[config.mk]
export PLATFORM = sky130hd
export DESIGN_NAME = table_driven_state_sequencer_top
export DESIGN_NICKNAME = d
export VERILOG_FILES = /design/src/rtl/tsq_pkg.sv /design/src/rtl/tsq_row_ram.sv /design/src/rtl/tsq_scan.sv /design/src/rtl/table_driven_state_sequencer_top.sv
export SDC_FILE = /design/constraint.sdc
export NUM_CORES = 2
export LEC_CHECK = 0
export BUFFER_PORTS_ARGS = -buffer_cell sky130_fd_sc_hd__buf_2
export CORE_ASPECT_RATIO = 1.75
export CORE_MARGIN = 2
export CORE_UTILIZATION = 40
export CTS_CLUSTER_SIZE = 40
export DETAILED_ROUTE_END_ITERATION = 16
export PLACE_DENSITY_LB_ADDON = 0.1
export SLEW_MARGIN = 0
export SYNTH_ARGS = -nofsm -noshare
export SYNTH_HDL_FRONTEND = slang
export SYNTH_HIERARCHICAL = 1
export SYNTH_SLANG_ARGS = --single-unit
[constraint.sdc]
create_clock -name aclk -period 4.86 [get_ports aclk]
set_clock_uncertainty 0.15 [all_clocks]
set_input_delay 0.972 -clock aclk [delete_from_list [all_inputs] [get_ports aclk]]
set_output_delay 0.972 -clock aclk [all_outputs]
set_load 0.02 [all_outputs]
[src/rtl/tsq_pkg.sv]
// Shared types and constants for the table-driven state sequencer.
package tsq_pkg;

    localparam int unsigned TABLE_ROWS_DEF  = 32;
    localparam int unsigned CONDITION_COUNT = 16;
    localparam logic [7:0]  HALT_STATE      = 8'd0;

    typedef enum logic [1:0] {
        CMD_CLEAR  = 2'd0,
        CMD_APPEND = 2'd1,
        CMD_SET    = 2'd2,
        CMD_TICK   = 2'd3
    } cmd_t;

    typedef struct packed {
        cmd_t               cmd;
        logic [7:0]         row_from_state;
        logic [3:0]         row_condition;
        logic [7:0]         row_action;
        logic signed [15:0] row_argument;
        logic [7:0]         row_to_state;
        logic [7:0]         forced_state;
        logic [15:0]        condition_flags;
    } in_t;

    typedef struct packed {
        logic               fired;
        logic [7:0]         action_code;
        logic signed [15:0] action_argument;
        logic [7:0]         present_state;
        logic               status;
    } out_t;

    // One stored transition, 44 bits
    typedef struct packed {
        logic [7:0]         from_state;
        logic [3:0]         condition;
        logic [7:0]         action;
        logic signed [15:0] argument;
        logic [7:0]         to_state;
    } row_t;

    // Scan request: fire search or from-state existence check
    typedef struct packed {
        logic        fire_mode;
        logic [7:0]  key;
        logic [15:0] flags;
    } scan_req_t;

    typedef struct packed {
        logic done;
        logic hit;
        row_t row;
    } scan_res_t;

endpackage

[src/rtl/tsq_row_ram.sv]
// Transition row memory: one write port, one registered read port.
module tsq_row_ram #(
    parameter int unsigned DEPTH = tsq_pkg::TABLE_ROWS_DEF
) (
    input  logic                       aclk,
    input  logic                       wr_en,
    input  logic [$clog2(DEPTH)-1:0]   wr_addr,
    input  tsq_pkg::row_t              wr_data,
    input  logic                       rd_en,
    input  logic [$clog2(DEPTH)-1:0]   rd_addr,
    output tsq_pkg::row_t              rd_data
);
    import tsq_pkg::*;

    row_t mem [DEPTH];
    row_t rd_data_reg;

    // Write appended rows
    always_ff @(posedge aclk) begin
        if (wr_en) begin
            mem[wr_addr] <= wr_data;
        end
    end

    // Read one row a cycle for the scan
    always_ff @(posedge aclk) begin
        if (rd_en) begin
            rd_data_reg <= mem[rd_addr];
        end
    end

    assign rd_data = rd_data_reg;

endmodule

[src/rtl/tsq_scan.sv]
// Row scan engine: walks stored rows one per cycle through a shared compare.
module tsq_scan #(
    parameter int unsigned TABLE_ROWS = tsq_pkg::TABLE_ROWS_DEF
) (
    input  logic                                aclk,
    input  logic                                aresetn,
    input  logic                                start,
    input  tsq_pkg::scan_req_t                  req,
    input  logic [$clog2(TABLE_ROWS+1)-1:0]     row_count,
    output logic                                rd_en,
    output logic [$clog2(TABLE_ROWS)-1:0]       rd_addr,
    input  tsq_pkg::row_t                       rd_data,
    output tsq_pkg::scan_res_t                  res
);
    import tsq_pkg::*;

    localparam int unsigned CntW = $clog2(TABLE_ROWS + 1);
    localparam int unsigned IdxW = $clog2(TABLE_ROWS);

    logic            busy_reg, busy_next;
    logic            pend_reg, pend_next;
    logic [CntW-1:0] idx_reg, idx_next;
    scan_req_t       req_reg, req_next;

    logic cond_ok;
    logic match;
    logic exhausted;
    logic done;

    // Shared compare against the row read last cycle
    always_comb begin
        cond_ok = (32'(rd_data.condition) < CONDITION_COUNT)
                  && req_reg.flags[rd_data.condition];
        match   = busy_reg && pend_reg && (rd_data.from_state == req_reg.key)
                  && (!req_reg.fire_mode || cond_ok);
    end

    assign exhausted = idx_reg >= row_count;
    assign done      = busy_reg && (match || exhausted);
    assign rd_en     = busy_reg && !match && !exhausted;
    assign rd_addr   = idx_reg[IdxW-1:0];

    // Advance the row index, stop on a hit or past the last row
    always_comb begin
        busy_next = busy_reg;
        pend_next = rd_en;
        idx_next  = idx_reg;
        req_next  = req_reg;
        if (rd_en) begin
            idx_next = idx_reg + CntW'(1);
        end
        if (done) begin
            busy_next = 1'b0;
        end
        if (start) begin
            busy_next = 1'b1;
            pend_next = 1'b0;
            idx_next  = '0;
            req_next  = req;
        end
    end

    always_ff @(posedge aclk) begin
        if (!aresetn) begin
            busy_reg <= 1'b0;
            pend_reg <= 1'b0;
            idx_reg  <= '0;
        end else begin
            busy_reg <= busy_next;
            pend_reg <= pend_next;
            idx_reg  <= idx_next;
        end
    end

    always_ff @(posedge aclk) begin
        req_reg <= req_next;
    end

    assign res.done = done;
    assign res.hit  = match;
    assign res.row  = rd_data;

    a_read_below_count: assert property (@(posedge aclk) disable iff (!aresetn)
        rd_en |-> (idx_reg < row_count))
        else $error("scan reads a row beyond the stored count");

    a_start_when_free: assert property (@(posedge aclk) disable iff (!aresetn)
        start |-> (!busy_reg || done))
        else $error("scan restarted while a scan is running");

    a_pending_follows_read: assert property (@(posedge aclk) disable iff (!aresetn)
        (rd_en && !start) |=> pend_reg)
        else $error("issued row read not evaluated next cycle");

endmodule

[src/rtl/table_driven_state_sequencer_top.sv]
// Top level of the table-driven state sequencer: command control and result register.
//
//   Channel   Direction  Handshake          Payload
//   s_        in         s_valid/s_ready    tsq_pkg::in_t  (cmd and row/state/flag fields)
//   m_        out        m_valid/m_ready    tsq_pkg::out_t (one result per command)
//
// Clear and append go from transfer through S_OUT to the result register.
// Set state runs one row scan; tick runs a fire scan and, on a hit, a check scan. Both
// use the row scan, which reads one stored row per cycle from the single RAM read port.
// Reset (aresetn low, synchronous) empties the table and puts the state at halt.
// s_ready is high only while idle; a finished result waits in the output register
// and the next command may be taken while it waits.
module table_driven_state_sequencer_top #(
    parameter int unsigned TABLE_ROWS = tsq_pkg::TABLE_ROWS_DEF
) (
    input  logic           aclk,
    input  logic           aresetn,
    input  logic           s_valid,
    output logic           s_ready,
    input  tsq_pkg::in_t   s_payload,
    output logic           m_valid,
    input  logic           m_ready,
    output tsq_pkg::out_t  m_payload
);
    import tsq_pkg::*;

    localparam int unsigned CntW = $clog2(TABLE_ROWS + 1);
    localparam int unsigned IdxW = $clog2(TABLE_ROWS);

    typedef enum logic [3:0] {
        S_IDLE  = 4'b0001,
        S_FIRE  = 4'b0010,
        S_CHECK = 4'b0100,
        S_OUT   = 4'b1000
    } state_t;

    state_t          state_reg, state_next;
    logic [CntW-1:0] count_reg, count_next;
    logic [7:0]      cur_state_reg, cur_state_next;
    out_t            res_reg, res_next;
    logic            m_valid_reg, m_valid_next;
    out_t            m_payload_reg, m_payload_next;

    logic      s_accept;
    logic      table_full;
    logic      wr_en;
    row_t      wr_data;
    logic      scan_start;
    scan_req_t scan_req;
    scan_res_t scan_res;
    logic      rd_en;
    logic [IdxW-1:0] rd_addr;
    row_t      rd_data;

    assign s_ready    = (state_reg == S_IDLE);
    assign s_accept   = s_valid && s_ready;
    assign table_full = (count_reg == CntW'(TABLE_ROWS));

    // Row built from the appended transfer
    always_comb begin
        wr_data.from_state = s_payload.row_from_state;
        wr_data.condition  = s_payload.row_condition;
        wr_data.action     = s_payload.row_action;
        wr_data.argument   = s_payload.row_argument;
        wr_data.to_state   = s_payload.row_to_state;
    end

    // Command sequencer
    always_comb begin
        state_next     = state_reg;
        count_next     = count_reg;
        cur_state_next = cur_state_reg;
        res_next       = res_reg;
        m_valid_next   = m_valid_reg;
        m_payload_next = m_payload_reg;
        wr_en          = 1'b0;
        scan_start     = 1'b0;
        scan_req       = '0;

        // Drop the result once taken
        if (m_valid_reg && m_ready) begin
            m_valid_next = 1'b0;
        end

        unique case (state_reg)
            S_IDLE: begin
                if (s_accept) begin
                    res_next               = '0;
                    res_next.present_state = cur_state_reg;
                    unique case (s_payload.cmd)
                        CMD_CLEAR: begin
                            count_next             = '0;
                            cur_state_next         = HALT_STATE;
                            res_next.present_state = HALT_STATE;
                            state_next             = S_OUT;
                        end
                        CMD_APPEND: begin
                            if (table_full) begin
                                res_next.status = 1'b1;
                            end else begin
                                wr_en      = 1'b1;
                                count_next = count_reg + CntW'(1);
                            end
                            state_next = S_OUT;
                        end
                        CMD_SET: begin
                            scan_start         = 1'b1;
                            scan_req.fire_mode = 1'b0;
                            scan_req.key       = s_payload.forced_state;
                            state_next         = S_CHECK;
                        end
                        CMD_TICK: begin
                            if (cur_state_reg == HALT_STATE) begin
                                state_next = S_OUT;
                            end else begin
                                scan_start         = 1'b1;
                                scan_req.fire_mode = 1'b1;
                                scan_req.key       = cur_state_reg;
                                scan_req.flags     = s_payload.condition_flags;
                                state_next         = S_FIRE;
                            end
                        end
                        default: state_next = S_OUT;
                    endcase
                end
            end
            S_FIRE: begin
                if (scan_res.done) begin
                    if (scan_res.hit) begin
                        res_next.fired           = 1'b1;
                        res_next.action_code     = scan_res.row.action;
                        res_next.action_argument = scan_res.row.argument;
                        scan_start               = 1'b1;
                        scan_req.fire_mode       = 1'b0;
                        scan_req.key             = scan_res.row.to_state;
                        state_next               = S_CHECK;
                    end else begin
                        state_next = S_OUT;
                    end
                end
            end
            S_CHECK: begin
                // A hit means the key exists as a from-state; otherwise halt
                if (scan_res.done) begin
                    cur_state_next = scan_res.hit ? scan_res.row.from_state : HALT_STATE;
                    res_next.present_state = cur_state_next;
                    state_next = S_OUT;
                end
            end
            S_OUT: begin
                if (!m_valid_reg || m_ready) begin
                    m_valid_next   = 1'b1;
                    m_payload_next = res_reg;
                    state_next     = S_IDLE;
                end
            end
            default: state_next = S_IDLE;
        endcase
    end

    always_ff @(posedge aclk) begin
        if (!aresetn) begin
            state_reg     <= S_IDLE;
            count_reg     <= '0;
            cur_state_reg <= HALT_STATE;
            m_valid_reg   <= 1'b0;
        end else begin
            state_reg     <= state_next;
            count_reg     <= count_next;
            cur_state_reg <= cur_state_next;
            m_valid_reg   <= m_valid_next;
        end
    end

    always_ff @(posedge aclk) begin
        res_reg       <= res_next;
        m_payload_reg <= m_payload_next;
    end

    assign m_valid   = m_valid_reg;
    assign m_payload = m_payload_reg;

    tsq_row_ram #(
        .DEPTH (TABLE_ROWS)
    ) u_row_ram (
        .aclk    (aclk),
        .wr_en   (wr_en),
        .wr_addr (count_reg[IdxW-1:0]),
        .wr_data (wr_data),
        .rd_en   (rd_en),
        .rd_addr (rd_addr),
        .rd_data (rd_data)
    );

    tsq_scan #(
        .TABLE_ROWS (TABLE_ROWS)
    ) u_scan (
        .aclk      (aclk),
        .aresetn   (aresetn),
        .start     (scan_start),
        .req       (scan_req),
        .row_count (count_reg),
        .rd_en     (rd_en),
        .rd_addr   (rd_addr),
        .rd_data   (rd_data),
        .res       (scan_res)
    );

    a_count_bounded: assert property (@(posedge aclk) disable iff (!aresetn)
        count_reg <= CntW'(TABLE_ROWS))
        else $error("row count exceeds table depth");

    a_full_append_holds: assert property (@(posedge aclk) disable iff (!aresetn)
        (s_accept && s_payload.cmd == CMD_APPEND && table_full)
        |=> (count_reg == $past(count_reg)))
        else $error("refused append changed the row count");

    a_no_fire_when_halted: assert property (@(posedge aclk) disable iff (!aresetn)
        (state_reg == S_FIRE) |-> (cur_state_reg != HALT_STATE))
        else $error("fire scan running in halt state");

endmodule

After elaboration in Yosys (flattened, before gate mapping)
Memories as Yosys holds them, arrays and structs flattened. A register that Yosys moved wholly into a read port is not among the register bits.
Cells that the tools add are included.
{ "word_totals": {"regBits": 120, "latchBits": 0, "ramBits": 1408, "mem_bits_ro": 0, "output_inout_bits": 36, "elab_cells": 122, "mem_count": 1} }
{ "op_classes": {"addsub": 2, "multipliers": 0, "div_mod_pow": 0, "n_lt_le_gt_ge": 2, "eq_ne": 15, "shift": 0, "muxes": 48, "bitwise": 4, "n_reduce_logical": 30} }
{ "mem_list": {"columns": ["name", "words", "word_bits", "rd", "rd_ports_with_merged_regs", "write_ports", "line_no", "text"], "rows": [
  ["u_row_ram.mem", 32, 44, 1, 1, 1, "tsq_row_ram.sv:15", "row_t mem [DEPTH];"]
]} }
{ "ops": {"columns": ["op", "n"], "rows": [
  ["$mux W25", 4],
  ["$pmux W25 S2", 1],
  ["$mux W8", 6],
  ["$pmux W9 S2", 2],
  ["$mux W34", 1],
  ["$pmux W8 S2", 2],
  ["$mux W4", 6],
  ["$mux W1", 18],
  ["$mux W16", 1],
  ["$pmux W4 S4", 1],
  ["$add A6 B1 Y6 const B", 2],
  ["$pmux W4 S3", 1],
  ["$pmux W6 S2", 1],
  ["$reduce_and A4 Y1", 3],
  ["$eq A8 B8 Y1", 1],
  ["$logic_and A1 B1 Y1", 8],
  ["$logic_not A8 Y1", 1],
  ["$ne A2 B1 Y1 const B", 4],
  ["$reduce_bool A2 Y1", 4],
  ["$eq A6 B6 Y1 const B", 1],
  ["$ge A6 B6 Y1", 1],
  ["$mux W6", 1],
  ["$lt A4 B5 Y1 const B", 1],
  ["$bmux W1 S4", 1],
  ["16 further kinds", 29]
]} }

Logic depth before layout (Yosys ltp)
{ "depth": {"word_depth": 9, "ltp_mapped": 13, "ltp_nobuf": 11} }

By module
Netlist, hierarchy kept.
{ "by_module_without_submodules": {"columns": ["module", "n_inst", "cells_per_inst", "area_each_um2", "seq_area_each_um2"], "rows": [
  ["tsq_row_ram", 1, 3090, 55988.7, 43601.8],
  ["table_driven_state_sequencer_top", 1, 267, 3614.7, 2422.3],
  ["tsq_scan", 1, 161, 1904.3, 910.9]
]} }

Worst setup path before layout
Ideal clock, no wire load.
{ "synth_timing": {"path_type": "register to register", "start": "register state_reg[2]", "end": "memory u_row_ram/mem[28][0] (netlist name), enable pin", "arrival_ns": 3.992, "t_required_ns": 4.264, "path_slack_ns": 0.272, "stages_incl_launch_ff": 8, "path_buffers": 2, "synth_period_minus_slack_ns": 4.588, "path_cell_list": "dfxtp_1 buf_6 or4b_4 nor3b_1 and3_1 or3b_2 clkbuf_1 nor2_1"} }
{ "synth_via": {"elab_chain_len": 6} }
{ "synth_rtl": {"columns": ["element", "line_no", "text"], "rows": [
  ["start: declaration", "table_driven_state_sequencer_top.sv:37", "state_t state_reg, state_next;"],
  ["start signal: assignment", "table_driven_state_sequencer_top.sv:168", "state_reg <= state_next;"],
  ["$eq A4 B1 Y1 *", "table_driven_state_sequencer_top.sv:55, table_driven_state_sequencer_top.sv:85", null],
  ["$logic_and A1 B1 Y1", "table_driven_state_sequencer_top.sv:56", "assign s_accept = s_valid && s_ready;"],
  ["$mux W1", "table_driven_state_sequencer_top.sv:87", "if (s_accept) begin"],
  ["$mux W1 *", "table_driven_state_sequencer_top.sv:85", "unique case (state_reg)"],
  ["named net wr_en", "table_driven_state_sequencer_top.sv:46", "logic wr_en;"],
  ["$mux W1 *", "tsq_row_ram.sv:20", "if (wr_en) begin"],
  ["$mux W1 (implied by the code) *", "tsq_row_ram.sv:21", "mem[wr_addr] <= wr_data;"],
  ["end: declaration", "tsq_row_ram.sv:15", null]
]} }
Mark *: on every way through the listed nets, which the timed path passes. The rest lies on a longest branch.

Worst setup path in the final report
{ "layout_timing": {"start": "register state_reg[0]", "end": "memory u_row_ram/mem[16][15] (netlist name), enable pin"} }
The elaborated chain is that of the path after synthesis.

==> impl_metrics.yaml <==
synth:
  avgSynthCellArea_um2: 17.50
  synth_area_um2: 61480
  yosys_warnings: 6
  netlist_instances: 3514
  synth_nets: 3597
critical_path:
  critPathArrivalTime_ns: 4.28
  cp_max_fo: 17
  start_kind: "flop"
  cp.required_ns: 5.14
  crit_type: "reg -> reg"
  endpoint_kind: "flop"
route:
  vias: 31840
  drtAntennaViolNets: 0
  drc_errors: 0
  drt_iter0_drc: 2182
  wl_per_cell_um: 28.13
  routed_wl_um: 162800
  drtPass1Iterations: 5
  viasPerCell: 5.500
cts:
  clkTransAtPathRegs_ns: 0.07
  cts_htree_levels: 4
  root_buffer: "clkbuf_16"
  clock_sinks: 1572
  clk_latency_ns: 0.76
  numCtsBuffers: 147
  tritoncts: "yes"
  post_cts_resized: 0
  cts_hold_buf: 0
  clockBufferDepth: 3
  cts_setup_buffers: 0
die:
  rows: 190
  die_w_um: 300.4
  start_util_pct: 40.22
  fp.dieH_um: 522.6
  core_area_um2: 152900
  io_pins: 110
  die_area_um2: 157000
flow_run:
  cap_violations: 0
finish:
  largest_register_ffs: 1408
  final_cell_mix: "1,545 x edfxtp_1, 713 x mux2i_1, 153 x clkbuf_16, 150 x nand2_1, 141 x a21oi_1"
  postLayoutCellArea_um2: 69580
  area_growth_pct: 13.18
  final_common_cell: "edfxtp_1"
  drive_gt1_share_pct: 13.21
  fin_nets: 3732
timing:
  finalCriticalPeriod_ns: 4.004
  finalMaxSlewViolations: 0
  tightest_slew_ns: 1.112
  max_slew_margin_pct: 25.57
  tns_ns: 0
  hold_violations: 0
  max_freq_mhz: 249.8
  setup_viol: 0
  rsz0062_at_grt: "no"
  post-route-period-util_pct: 82.38
pwr:
  p_per_area_nw_per_um2: 393.9
  ir_drop_v: 0.0002549
  cellLeakagePower_nw: 20.90
global_routing:
  grt_pass1_wl_um: 232900
  grt_max_degree: 135
  grt.total_usage_pct: 20.69
  antenna_found_initial: 5
  grt.overflow.total: 0
  grt_pass1_vias: 33210
hold_path:
  hold_class: "reg -> reg"
placement:
  place_hpwl_um: 94060
  placed_area_um2: 64680
  portBuffers: 109
  routabilityCongestion: 0.7741
status:
  status: "finished clean"
where the power goes:
| group | switching, W | total [W] | leakage (nW) | internal [W] |
|---|---|---|---|---|
| clock | 0.00499 | 0.0117 | 2.39 | 0.00674 |
| combinational | 0.000485 | 0.000620 | 4.37 | 0.000135 |
| sequential | 0.0000425 | 0.0151 | 14.1 | 0.0150 |
metal layers:
metal	vias to the layer above	track usage [%]	wire, µm
li1	14110	-	-
met1	16770	24.00	63190
met2	718	38.60	87760
met3	243	2.477	5728
met4	0	7.926	6158
met5	-	0	0
final timing paths:
check                from                     to  slack (ns)  cells past startpoint
max          state_reg[0]  u_row_ram/mem[16][15]        0.86                      6
min reg2reg   res_reg[26]          m_payload[26]        0.27                      0
max reg2reg  state_reg[0]  u_row_ram/mem[16][15]        0.86                      6
min           res_reg[26]          m_payload[26]        0.27                      0
layout make-up:
type	count	area (µm²)
flip-flops and latches	1572	46940
clock inverters	93	968.4
multi-input cells	1690	13360
well taps	2016	2522
inverters	15	57.56
fillers	13140	83280
clock buffers	176	3925
diodes	4	10.01
repair buffers	223	1802
through the flow:
| stage | instances | utilization [%] | power [W] | hold WS [ns] | worst slack, ns |
|---|---|---|---|---|---|
| final | 5789 | 45.52 | 0.02740 | 0.2698 | 0.8564 |
| after global routing | 5786 | 45.51 | 0.02826 | 0.2709 | 0.6158 |
| after CTS | 5785 | 45.51 | 0.02775 | 0.2708 | 0.8587 |
| after detailed placement | 5516 | 42.31 | 0.01599 | 0.2552 | 0.7783 |
| after global placement | 5516 | 42.31 | 0.01596 | 0.2526 | 0.7885 |
| after floorplan | 3514 | - | 0.01555 | 0.2503 | 0.2722 |
critical path: stages, from the launching register on:
cell	delay (ns)
dfxtp_1	0.52
or4b_4	0.55
nor3b_1	0.43
and3_1	0.35
or3b_2	0.71
nor2_4	0.55
buf_4	0.39
No activity file was read; power rests on OpenSTA's default activity.
